### src/rtl/core/vstd_pkg.sv
// ----------------------------------------------------------------------------
// vstd_pkg
// Beat types and constants for the serial type varint decoder.
// ----------------------------------------------------------------------------
package vstd_pkg;

  // Longest varint in bytes; the last byte carries all eight bits
  localparam int unsigned MaxVarintBytes = 9;

  // Column type classes
  localparam logic [2:0] CLS_NULL     = 3'd0;
  localparam logic [2:0] CLS_INTEGER  = 3'd1;
  localparam logic [2:0] CLS_FLOAT    = 3'd2;
  localparam logic [2:0] CLS_TEXT     = 3'd3;
  localparam logic [2:0] CLS_BLOB     = 3'd4;
  localparam logic [2:0] CLS_RESERVED = 3'd5;

  // One header byte
  typedef struct packed {
    logic [7:0] in_byte;
    logic       buffer_end;
  } byte_beat_t;

  // One decoded varint
  typedef struct packed {
    logic [63:0] value;
    logic [3:0]  byte_count;
    logic [2:0]  type_class;
    logic [62:0] content_length;
    logic        truncated;
  } type_beat_t;

endpackage

### src/rtl/core/varint_serial_type_decoder.sv
// ----------------------------------------------------------------------------
// varint_serial_type_decoder
// Decodes big-endian base-128 record-header varints into type codes.
// ----------------------------------------------------------------------------
//
//  channel  | dir | handshake              | payload
//  ---------+-----+------------------------+----------------------------------
//  byte     | in  | byte_valid/byte_stall  | byte_beat_t: in_byte, buffer_end
//  type     | out | type_valid/type_stall  | type_beat_t: value .. truncated
//
//  One byte beat per cycle unless byte_stall holds it; each byte of a varint
//  passes the input register, then its last byte is decoded into the result
//  register. The accumulate step and the type classify share one cycle.
//  Reset clears the varint state and both valid flags.
//  A stalled result holds; byte_stall rises only when a finishing byte meets
//  a full result register.
// ----------------------------------------------------------------------------
module varint_serial_type_decoder
  import vstd_pkg::*;
(
  input  logic       clk,
  input  logic       rst,
  input  logic       byte_valid,
  output logic       byte_stall,
  input  byte_beat_t byte_data,
  output logic       type_valid,
  input  logic       type_stall,
  output type_beat_t type_data
);

  logic       stage_go;
  logic       stage_valid;
  byte_beat_t stage_data;
  logic       out_free;
  logic       res_valid;
  type_beat_t res_data;

  vstd_in_reg u_in_reg (
    .clk         (clk),
    .rst         (rst),
    .byte_valid  (byte_valid),
    .byte_stall  (byte_stall),
    .byte_data   (byte_data),
    .stage_go    (stage_go),
    .stage_valid (stage_valid),
    .stage_data  (stage_data)
  );

  vstd_accum u_accum (
    .clk         (clk),
    .rst         (rst),
    .stage_valid (stage_valid),
    .stage_data  (stage_data),
    .out_free    (out_free),
    .stage_go    (stage_go),
    .res_valid   (res_valid),
    .res_data    (res_data)
  );

  vstd_out_reg u_out_reg (
    .clk        (clk),
    .rst        (rst),
    .res_load   (res_valid && stage_go),
    .res_data   (res_data),
    .out_free   (out_free),
    .type_valid (type_valid),
    .type_stall (type_stall),
    .type_data  (type_data)
  );

endmodule

### src/rtl/core/vstd_in_reg.sv
// ----------------------------------------------------------------------------
// vstd_in_reg
// Input register: holds one header byte beat for the decode stage.
// ----------------------------------------------------------------------------
module vstd_in_reg
  import vstd_pkg::*;
(
  input  logic       clk,
  input  logic       rst,
  input  logic       byte_valid,
  output logic       byte_stall,
  input  byte_beat_t byte_data,
  input  logic       stage_go,
  output logic       stage_valid,
  output byte_beat_t stage_data
);

  // Stall only while the held beat cannot move on
  assign byte_stall = stage_valid && !stage_go;

  // Valid flag
  always_ff @(posedge clk) begin
    if (rst) begin
      stage_valid <= 1'b0;
    end else if (!byte_stall) begin
      stage_valid <= byte_valid;
    end
  end

  // Payload
  always_ff @(posedge clk) begin
    if (!byte_stall && byte_valid) begin
      stage_data <= byte_data;
    end
  end

endmodule

### src/rtl/core/vstd_accum.sv
// ----------------------------------------------------------------------------
// vstd_accum
// Varint accumulator: folds in one byte per beat and classifies the code.
// ----------------------------------------------------------------------------
module vstd_accum
  import vstd_pkg::*;
(
  input  logic       clk,
  input  logic       rst,
  input  logic       stage_valid,
  input  byte_beat_t stage_data,
  input  logic       out_free,
  output logic       stage_go,
  output logic       res_valid,
  output type_beat_t res_data
);

  localparam logic [3:0] LastIdx  = 4'(MaxVarintBytes - 1);
  localparam logic [3:0] MaxCount = 4'(MaxVarintBytes);

  logic [63:0] accumulator;
  logic [3:0]  bytes_seen;
  logic [63:0] accumulator_next;
  logic [3:0]  bytes_seen_next;
  logic        ninth;
  logic        done;
  logic        trunc;
  logic [63:0] code;
  logic [63:0] half_len;
  logic [2:0]  cls;
  logic [62:0] len;

  // Decode the running value
  always_comb begin
    ninth = bytes_seen >= LastIdx;
    if (ninth) begin
      code = {accumulator[55:0], stage_data.in_byte};
    end else begin
      code = {accumulator[56:0], stage_data.in_byte[6:0]};
    end
    done  = ninth || !stage_data.in_byte[7];
    trunc = !done && stage_data.buffer_end;
  end

  // Classify the type code
  always_comb begin
    half_len = (code - (code[0] ? 64'd13 : 64'd12)) >> 1;
    cls      = CLS_NULL;
    len      = '0;
    if (code == 64'd0) begin
      cls = CLS_NULL;
    end else if (code <= 64'd4) begin
      cls = CLS_INTEGER;
      len = 63'(code[2:0]);
    end else if (code == 64'd5) begin
      cls = CLS_INTEGER;
      len = 63'd6;
    end else if (code == 64'd6) begin
      cls = CLS_INTEGER;
      len = 63'd8;
    end else if (code == 64'd7) begin
      cls = CLS_FLOAT;
      len = 63'd8;
    end else if (code == 64'd8 || code == 64'd9) begin
      cls = CLS_INTEGER;
    end else if (code == 64'd10 || code == 64'd11) begin
      cls = CLS_RESERVED;
    end else if (!code[0]) begin
      cls = CLS_BLOB;
      len = half_len[62:0];
    end else begin
      cls = CLS_TEXT;
      len = half_len[62:0];
    end
  end

  // Build the result beat
  always_comb begin
    res_valid = stage_valid && (done || trunc);
    stage_go  = stage_valid && (out_free || !(done || trunc));
    if (trunc) begin
      res_data = '{value: '0, byte_count: '0, type_class: CLS_NULL,
                   content_length: '0, truncated: 1'b1};
    end else begin
      res_data = '{value: code,
                   byte_count: ninth ? MaxCount : 4'(bytes_seen + 4'd1),
                   type_class: cls, content_length: len, truncated: 1'b0};
    end
  end

  // Advance or clear the running state
  always_comb begin
    if (done || trunc) begin
      accumulator_next = '0;
      bytes_seen_next  = '0;
    end else begin
      accumulator_next = code;
      bytes_seen_next  = 4'(bytes_seen + 4'd1);
    end
  end

  always_ff @(posedge clk) begin
    if (rst) begin
      accumulator <= '0;
      bytes_seen  <= '0;
    end else if (stage_go) begin
      accumulator <= accumulator_next;
      bytes_seen  <= bytes_seen_next;
    end
  end

endmodule

### src/rtl/core/vstd_out_reg.sv
// ----------------------------------------------------------------------------
// vstd_out_reg
// Result register: holds one decoded beat until the consumer takes it.
// ----------------------------------------------------------------------------
module vstd_out_reg
  import vstd_pkg::*;
(
  input  logic       clk,
  input  logic       rst,
  input  logic       res_load,
  input  type_beat_t res_data,
  output logic       out_free,
  output logic       type_valid,
  input  logic       type_stall,
  output type_beat_t type_data
);

  // Free when empty or draining this cycle
  assign out_free = !type_valid || !type_stall;

  // Valid flag
  always_ff @(posedge clk) begin
    if (rst) begin
      type_valid <= 1'b0;
    end else if (out_free) begin
      type_valid <= res_load;
    end
  end

  // Payload
  always_ff @(posedge clk) begin
    if (res_load) begin
      type_data <= res_data;
    end
  end

endmodule
### config.mk
export PLATFORM = sky130hd
export DESIGN_NAME = varint_serial_type_decoder
export DESIGN_NICKNAME = d
export VERILOG_FILES = /design/src/rtl/core/vstd_pkg.sv /design/src/rtl/core/varint_serial_type_decoder.sv /design/src/rtl/core/vstd_in_reg.sv /design/src/rtl/core/vstd_accum.sv /design/src/rtl/core/vstd_out_reg.sv
export SDC_FILE = /design/constraint.sdc
export NUM_CORES = 1
export LEC_CHECK = 0
export ABC_AREA = 1
export CAP_MARGIN = 20
export CORE_UTILIZATION = 24
export DETAILED_ROUTE_END_ITERATION = 8
export DONT_BUFFER_PORTS = 1
export PLACE_DENSITY = 0.37
export SKIP_LAST_GASP = 1
export SLEW_MARGIN = 5
export SYNTH_ARGS = -nofsm -noshare
export SYNTH_HDL_FRONTEND = slang
export SYNTH_HIERARCHICAL = 1
export SYNTH_SLANG_ARGS = --single-unit
### constraint.sdc
create_clock -name clk -period 4.3 [get_ports clk]
set_input_delay 0 -clock clk [delete_from_list [all_inputs] [get_ports clk]]
set_output_delay 0 -clock clk [all_outputs]
set_load 0.1 [all_outputs]
==> flow_summary.yaml, run 1 <==
synth:
  async_reset_ff_share_pct: 0
  synth_top_area_share_pct: 39.6
  synthMuxAreaShare_pct: 0
  synthAdderAreaFrac_pct: 0.687
  synth_cells: 1368
  syn-mean-instance-area_um2: 7.99
  synth_top_family_by_area: "simple AND/OR/NAND/NOR gates"
  synth_simple_gate_area_share_pct: 30.6
  ys_ff_latch: 207
  synth.distinct_cells: 36
  synthXorXnorAreaFrac_pct: 3.21
  synth_compound_area_share_pct: 6.49
  synthFlopType: "edfxtp_1"
  yosysSeqAreaShare_pct: 51.1
  syn-num-nets: 1387
  yosys_warnings: 6
  synth_top_area_cell: "edfxtp_1"
  syn-cell-area_um2: 10900
  synth_edf_count: 144
  synthTopCellsByArea: "edfxtp_1, nand2_1, dfxtp_1, nor2_1, inv_1"
floorplan:
  coreArea_um2: 44600
  initial_core_util_pct: 24.5
  fp.dieW_um: 215
  num_rows: 77
  io_pins: 150
  dieHeight_um: 215
  dieArea_um2: 46400
drt:
  wl_um: 37500
  vias_per_cell: 4.42
  vias: 8786
  ant_nets: 0
  drt-initial-drc-count: 652
  dr.pass1.iters: 5
  drc: 0
  wl_per_cell_um: 18.9
final_layout:
  area_delta_synth_final_pct: 15.5
  post-route-util_pct: 28.3
  multiInputGateArea_um2: 4480
  fin_cells: 1987
  drive_above_1_share_pct: 8.67
  nFillCells: 4845
  num_antenna_cells: 0
  layout_commonest_cell: "nand2_1"
  nets: 1392
  regArea_um2: 5590
  most-common-layout-cells: "nand2_1, nor2_1, edfxtp_1, inv_1, a21oi_1"
  finalInstanceArea_um2: 12600
worst_hold_path:
  hold_class: "in2reg"
worst_setup_path:
  slowest_delay_ps: 400
  slowest_stage: "nand2_4"
  worstPathCellList: "buf_12, o21ai_1, inv_1, nand2_1, nor2_2, nand2_1, nor2_1, nand4_2, nand2_4, inv_2, nand3_1, nor2_1"
  path_max_fanout: 118
  criticalPathCategory: "reg2reg"
  cp.arrival_ps: 3600
  crit_path_end_kind: "flip-flop"
  cp.required_ps: 4620
  cp-start-kind: "flip-flop"
sta:
  period_share_pct: 76.3
  worst_slew_pin_slew_ps: 1000
  max_slew_margin_pct: 33.5
  hold_slack_ps: 72.9
  fin_ws_ps: 1020
  period_needed_ps: 3280
  grt_setup_unrepaired: "false"
  finalSetupViolCount: 0
  skew_ps: 34.9
  slew_violations: 0
  final.setup.tns_ps: 0
  clock.fmax_mhz: 305
  finalHoldViolations: 0
grt:
  antenna_found_initial: 0
  grt.total_usage_pct: 16.2
  grt.overflow.total: 0
  grt_max_degree: 119
  grt_pass1_wl_um: 56800
  grt_pass1_vias: 8701
clocking:
  cts_buffers: 28
  post_cts_resized: 0
  clockBufferDepth: 3
  root_buffer: "clkbuf_16"
  hold_buffers: 14
  clock_latency_ps: 580
  cts_tree: "yes"
  cts_setup_buffers: 0
  cts_sinks: 207
  cts_max_level: 1
  clk_pin_slew_worst_paths_ps: 60
placed_design:
  dpl_cell_area_um2: 11600
  dp_cells: 1921
  port_buffers: 0
  routabilityCongestion: 0.865
  dpl_worst_slack_ps: 1050
  dp_hpwl_um: 27000
power_and_ir_drop:
  vdd_ir_drop_max_uv: 252
  leakage_nw: 5.18
  powerDensity_nw_per_um2: 397
  fin_total_pwr_mw: 5.02
flow_run:
  drv_cap: 0
outcome:
  outcome: "finished clean"
==> state kept, by name, indices dropped and copies added, names as in the netlist <==
register	flops
u_out_reg/type_data	135
u_accum/accumulator	57
u_in_reg/stage_data	9
u_accum/bytes_seen	4
u_in_reg/stage_valid	1
u_out_reg/type_valid	1
==> per-layer routing <==
layer,share of wire [%],track usage (%),vias up
met3,5.3,3.41,57
li1,-,-,4397
met4,3.0,5.06,0
met5,0,0,-
met2,46,26.2,231
met1,46,21.5,4101
==> path summary, 6_finish.rpt <==
check	startpoint	to	slack (ps)	cells after the start
min reg2reg	u_accum/accumulator[55]	u_accum/accumulator[55]	460	2
max reg2reg	u_accum/bytes_seen[3]	u_out_reg/type_data[55]	1020	12
min	byte_data[6]	u_in_reg/stage_data[6]	70	1
max	u_accum/bytes_seen[3]	u_out_reg/type_data[55]	1020	12
==> cell usage after synthesis (6+ instances only) <==
| cell | n |
|---|---|
| nand2_1 | 421 |
| nor2_1 | 216 |
| edfxtp_1 | 144 |
| inv_1 | 133 |
| a21oi_1 | 74 |
| dfxtp_1 | 63 |
| nand3_1 | 58 |
| xor2_1 | 38 |
| nor3_2 | 30 |
| o21ai_1 | 30 |
| o21ai_0 | 28 |
| clkbuf_1 | 25 |
| nor3_1 | 21 |
| buf_6 | 11 |
| buf_4 | 10 |
| nor2_2 | 9 |
| buf_2 | 7 |
| inv_2 | 7 |
| nand4_1 | 7 |
| ha_1 | 6 |
| nand2_2 | 6 |
==> critical path: cells and delay by family (launching register included) <==
family | cells | cell delay, ps
buffers and inverters | 3 | 700
AO/OA/AOI/OAI | 1 | 260
AND/OR/NAND/NOR | 8 | 1580
flip-flops | 1 | 360
==> cell type report <==
type	instances	area share [%]
Clock inverter	20	1.52
Multi-Input combinational cell	964	35.5
Clock buffer	32	5.67
Sequential cell	207	44.3
Inverter	141	4.22
Timing Repair Buffer	31	2.95
Tap cell	592	5.87
==> power by group <==
group	internal, mW	leakage, nW	switching [mW]
Combinational	0.0788	2.89	0.216
Sequential	2.17	1.86	0.236
Clock	1.37	0.432	0.942
Total	3.62	5.18	1.39
==> cells by family after synthesis <==
family | count (synthesis)
AO/OA/AOI/OAI | 138
XOR/XNOR | 40
adder cells (fa/ha/maj) | 6
buffers and inverters | 197
flip-flops | 207
AND/OR/NAND/NOR | 780
No activity file was read; power rests on OpenSTA's default activity.
==> run 2: changes to the inputs <==
- clock period: 4.3 -> 2.7 ns (I/O delays scaled with it)
==> run 2 against run 1 <==
Against the previous run:
- sequential power grew 59%
- clock power rose by 71%
- critical endpoint is now u_out_reg/type_data[33]
- highest routed layer unchanged
- critical path type unchanged
- register-to-register slack worse by 900 ps
- first-iteration DRC count down 20%
- combinational power is 89% higher
- count of clock-buffer cells in the layout fell by 1
- critical path depth rose by 4
- non-clock buffer count increased by 141
- die area unchanged
==> flow_summary.yaml, run 2 (synthesis results as in run 1) <==
sta:
  finalHoldViolations: 0
  slew_violations: 0
  period_needed_ps: 2580
  fin_ws_ps: 123
  finalSetupViolCount: 0
  skew_ps: 16.5
  grt_setup_unrepaired: "true"
  clock.fmax_mhz: 388
  period_share_pct: 95.4
  worst_slew_pin_slew_ps: 1020
  max_slew_margin_pct: 32.2
clocking:
  root_buffer: "clkbuf_16"
  cts_buffers: 27
  cts_tree: "yes"
  cts_sinks: 207
  clock_latency_ps: 550
  clockBufferDepth: 3
  clk_pin_slew_worst_paths_ps: 60
  cts_max_level: 1
drt:
  drc: 0
  ant_nets: 0
  wl_um: 38600
  vias: 9244
  dr.pass1.iters: 5
  drt-initial-drc-count: 519
  wl_per_cell_um: 18.2
  vias_per_cell: 4.35
worst_setup_path:
  criticalPathCategory: "reg2reg"
  cp-start-kind: "flip-flop"
  reg2reg_depth: 16
  path_max_fanout: 21
  cp.required_ps: 2980
  cp.arrival_ps: 2860
  crit_path_end_kind: "flip-flop"
grt:
  grt_max_degree: 72
  grt.total_usage_pct: 16.4
  grt_pass1_wl_um: 58100
  grt_pass1_vias: 9285
  antenna_found_initial: 0
  grt.overflow.total: 0
final_layout:
  nets: 1532
  area_delta_synth_final_pct: 27.9
  largest_reg_flops: 135
  most-common-layout-cells: "nand2_1, nor2_1, buf_4, edfxtp_1, inv_1"
  layout_top_registers: "u_out_reg/type_data: 135 flops, u_accum/accumulator: 57 flops, u_in_reg/stage_data: 9 flops"
  multiInputGateArea_um2: 4610
  top_register: "u_out_reg/type_data"
  num_antenna_cells: 0
  layout_commonest_cell: "nand2_1"
  drive_above_1_share_pct: 19.1
  finalInstanceArea_um2: 14000
  nFillCells: 4753
  regArea_um2: 5590
floorplan:
  initial_core_util_pct: 24.5
  num_rows: 77
  io_pins: 150
  coreArea_um2: 44600
  dieHeight_um: 215
  dieArea_um2: 46400
  fp.dieW_um: 215
placed_design:
  dp_hpwl_um: 28600
  dpl_worst_slack_ps: -155
  port_buffers: 0
  dpl_cell_area_um2: 12600
  routabilityCongestion: 0.829
outcome:
  outcome: "finished clean"
power_and_ir_drop:
  vdd_ir_drop_max_uv: 350
  powerDensity_nw_per_um2: 596
  leakage_nw: 5.94
worst_hold_path:
  hold_depth: 1
  hold_class: "in2reg"
flow_run:
  drv_cap: 0
==> run 2: changes by cell type in the layout (fill, tap and decap cells not counted), sizes merged <==
cell / before / now
clkbuf: 32 / 33
clkinv: 15 / 10
buf: 18 / 157
clkinvlp: 4 / 3
bufinv: 3 / 7
==> run 2: layout make-up <==
cell class | count | area share, %
tap | 592 | 5.30
inverter | 141 | 3.83
sequential | 207 | 40.0
clock inverter | 18 | 1.93
clock buffer | 31 | 4.94
timing repair buffer | 172 | 11.0
multi-input combinational | 964 | 33.0
==> run 2: what timing repair did <==
action | CTS | global route
hold buffers | 14 | 0
setup buffers | 0 | 6
gates resized for setup | 4 | 35
cloned | 0 | 2
endpoints found under the setup margin | 6 | 56
pin swaps | 0 | 2
hold endpoints to repair | 81 | 0
==> run 2: metrics by stage <==
stage               util [%]  setup TNS, ps  cells  total power [mW]  hold WS (ps)
floorplan                  -         -93100   1368              4.20          53.3
global placement        28.3           -399   2054              4.42          63.8
detailed placement      28.3           -395   2054              4.41          64.0
CTS                     30.8              0   2117              8.48          50.2
global route            31.3           -114   2125              8.64          57.5
finish                  31.3              0   2125              8.33          84.3
==> run 2: metal layers <==
metal	vias up	part of all wire [%]	wire length (um)	GRT usage [%]
li1	4673	-	-	-
met1	4304	46	17800	21.9
met2	221	46	17800	26.6
met3	46	4.8	1870	3.21
met4	0	3.2	1220	5.08
met5	-	0	0	0
==> run 2: path summary, 6_finish.rpt <==
check                                             start                 endpoint  slack, ps
worst max-delay path              u_accum/bytes_seen[3]  u_out_reg/type_data[33]        120
worst min-delay path                       byte_data[5]   u_in_reg/stage_data[5]         80
worst max register to register    u_accum/bytes_seen[3]  u_out_reg/type_data[33]        120
worst min register to register  u_accum/accumulator[52]  u_accum/accumulator[52]        460
==> run 2: critical path, stage by stage, from the launching register on <==
cell and delay [ps]:
dfxtp_4 400, buf_12 140, clkbuf_16 180, nand2_1 90, o21ai_1 80, inv_1 110
nand2_1 80, inv_1 60, nand2_1 90, nor2_1 220, nand2_2 130, nor2_8 160
nand2_2 120, nand2_4 130, buf_12 160, buf_12 130, nor3_2 40
==> run 2: where the power goes <==
part | leakage, nW | internal (mW) | switching, mW | total, mW
Sequential | 1.86 | 3.46 | 0.366 | 3.82
Combinational | 3.62 | 0.188 | 0.371 | 0.559
Clock | 0.465 | 2.49 | 1.45 | 3.94
Total | 5.94 | 6.14 | 2.19 | 8.33
==> run 3: changes to the inputs <==
- CAP_MARGIN: 20 -> default
- MAX_ROUTING_LAYER: default -> met4
==> run 3 against run 2 <==
Against the previous run:
- cell count hardly changed
- wire length is 0.34% higher
- first-iteration DRC count is 7.1% higher
- maximum frequency is 0.20% lower
- count of clock-buffer cells in the layout stayed put
- power is 0.15% higher
- critical path type unchanged
- critical endpoint unchanged
- highest routed layer unchanged
==> flow_summary.yaml, run 3 (synthesis results as in run 1) <==
outcome:
  outcome: "finished clean"
floorplan:
  num_rows: 77
  io_pins: 150
  initial_core_util_pct: 24.5
  fp.dieW_um: 215
  coreArea_um2: 44600
  dieArea_um2: 46400
  dieHeight_um: 215
final_layout:
  top_register: "u_out_reg/type_data"
  drive_above_1_share_pct: 19.0
  layout_top_registers: "u_out_reg/type_data: 135 flops, u_accum/accumulator: 57 flops, u_in_reg/stage_data: 9 flops"
  nets: 1533
  multiInputGateArea_um2: 4600
  finalInstanceArea_um2: 14000
  num_antenna_cells: 0
  nFillCells: 4751
  largest_reg_flops: 135
  layout_commonest_cell: "nand2_1"
  area_delta_synth_final_pct: 27.9
  regArea_um2: 5590
  most-common-layout-cells: "nand2_1, nor2_1, buf_4, edfxtp_1, inv_1"
  fin_cells: 2126
placed_design:
  dpl_cell_area_um2: 12600
  dp_cells: 2054
  routabilityCongestion: 0.844
  port_buffers: 0
  dp_hpwl_um: 28600
power_and_ir_drop:
  pwr-share-seq_pct: 45.9
  clock_power_share_pct: 47.4
  fin_total_pwr_mw: 8.34
  powerDensity_nw_per_um2: 597
  leakage_nw: 5.95
  intPower_mw: 6.14
  p_sw_share_pct: 26.4
  combinationalPowerShare_pct: 6.7
  vdd_ir_drop_max_uv: 350
  p_switching_mw: 2.20
clocking:
  clockBufferDepth: 3
  clock_latency_ps: 550
  clk_pin_slew_worst_paths_ps: 60
  cts_sinks: 207
  cts_tree: "yes"
  root_buffer: "clkbuf_16"
  cts_max_level: 1
  cts_buffers: 27
worst_setup_path:
  critPathMostFrequentCell: "nand2_1"
  criticalPathCategory: "reg2reg"
  crit_path_end_kind: "flip-flop"
  path_max_fanout: 21
  cp.required_ps: 2990
  slowest_delay_ps: 400
  cp.arrival_ps: 2870
  worstPathCellList: "buf_12, clkbuf_16, nand2_1, nand2_1, inv_1, nand2_1, nor2_2, nand2_1, nor2_2, nand2_2, nor2_8, nand2_2, nand2_4, buf_12, buf_12, nor3_2"
  path_delay_family: "simple AND/OR/NAND/NOR gates"
  cp-start-kind: "flip-flop"
  path_buf_inv: 5
  slowest_stage: "dfxtp_4"
flow_run:
  drv_cap: 0
drt:
  vias: 9269
  drc: 0
  dr.pass1.iters: 5
  vias_per_cell: 4.36
  wl_um: 38800
  drt-initial-drc-count: 556
  ant_nets: 0
  wl_per_cell_um: 18.2
grt:
  grt_use_met2_pct: 26.6
  grt.overflow.total: 0
  grt.met3_usage_pct: 3.26
  grtUsageMet1_pct: 21.9
  grt-busiest-layer: "met2"
  grt.total_usage_pct: 16.9
  grt_max_degree: 72
  grt_pass1_vias: 9296
  grt_pass1_wl_um: 58100
  antenna_found_initial: 0
sta:
  worst_slew_pin_slew_ps: 1030
  skew_ps: 17.5
  max_slew_margin_pct: 31.7
  period_needed_ps: 2580
  clock.fmax_mhz: 387
  finalHoldViolations: 0
  hold_slack_ps: 81.8
  finalSetupViolCount: 0
  slew_violations: 0
  period_share_pct: 95.6
  grt_setup_unrepaired: "true"
worst_hold_path:
  hold_class: "in2reg"
[run 3: final timing paths]
| check | depth (start not counted) | end | startpoint | slack, ps |
|---|---|---|---|---|
| max | 16 | u_out_reg/type_data[33] | u_accum/bytes_seen[3] | 120 |
| min | 1 | u_in_reg/stage_data[5] | byte_data[5] | 80 |
| max reg2reg | 16 | u_out_reg/type_data[33] | u_accum/bytes_seen[3] | 120 |
| min reg2reg | 2 | u_accum/accumulator[52] | u_accum/accumulator[52] | 460 |
[run 3: layout make-up]
| class | count | area share (%) |
|---|---|---|
| timing repair buffer | 173 | 11.0 |
| sequential | 207 | 40.0 |
| clock buffer | 31 | 4.94 |
| inverter | 141 | 3.83 |
| clock inverter | 18 | 1.93 |
| tap | 592 | 5.30 |
| multi-input combinational | 964 | 32.9 |
[run 3: power by group through the flow]
stage | clock, mW | sequential [mW] | combinational (mW)
after floorplan | 0 | 3.88 | 0.314
after global placement | 0 | 3.89 | 0.521
after detailed placement | 0 | 3.89 | 0.518
after CTS | 4.09 | 3.83 | 0.562
after global routing | 4.20 | 3.83 | 0.617
final | 3.96 | 3.82 | 0.559
[run 3: per-stage QoR]
| stage | utilization [%] | setup slack, ps | TNS (ps) |
|---|---|---|---|
| 2_1_floorplan | - | -687 | -93100 |
| 3_3_place_gp | 28.3 | -167 | -399 |
| 3_5_place_dp | 28.3 | -155 | -395 |
| 4_1_cts | 30.8 | 24.0 | 0 |
| 5_1_grt | 31.3 | -21.4 | -139 |
| 6_report | 31.3 | 118 | 0 |
[run 3: worst register-to-register path: cells and delay by family, from the launching register on]
kind	cells	cell delay, ps
buffers and inverters	5	750
DFF	1	400
and+or+nand+nor	11	1180
[run 3: repair_timing]
item | 4_1_cts | 5_1_grt
pin swaps | 0 | 3
cloned | 0 | 2
buffers inserted | 0 | 7
setup endpoints to repair | 6 | 56
gates resized for setup | 4 | 33
endpoints found under the hold margin | 81 | 0
hold buffers | 14 | 0
[run 3: per-layer routing]
| layer | wire length (um) | vias to the layer above |
|---|---|---|
| met1 | 17800 | 4325 |
| met3 | 1890 | 55 |
| met2 | 17900 | 211 |
| li1 | - | 4678 |
| met5 | 0 | - |
| met4 | 1220 | 0 |
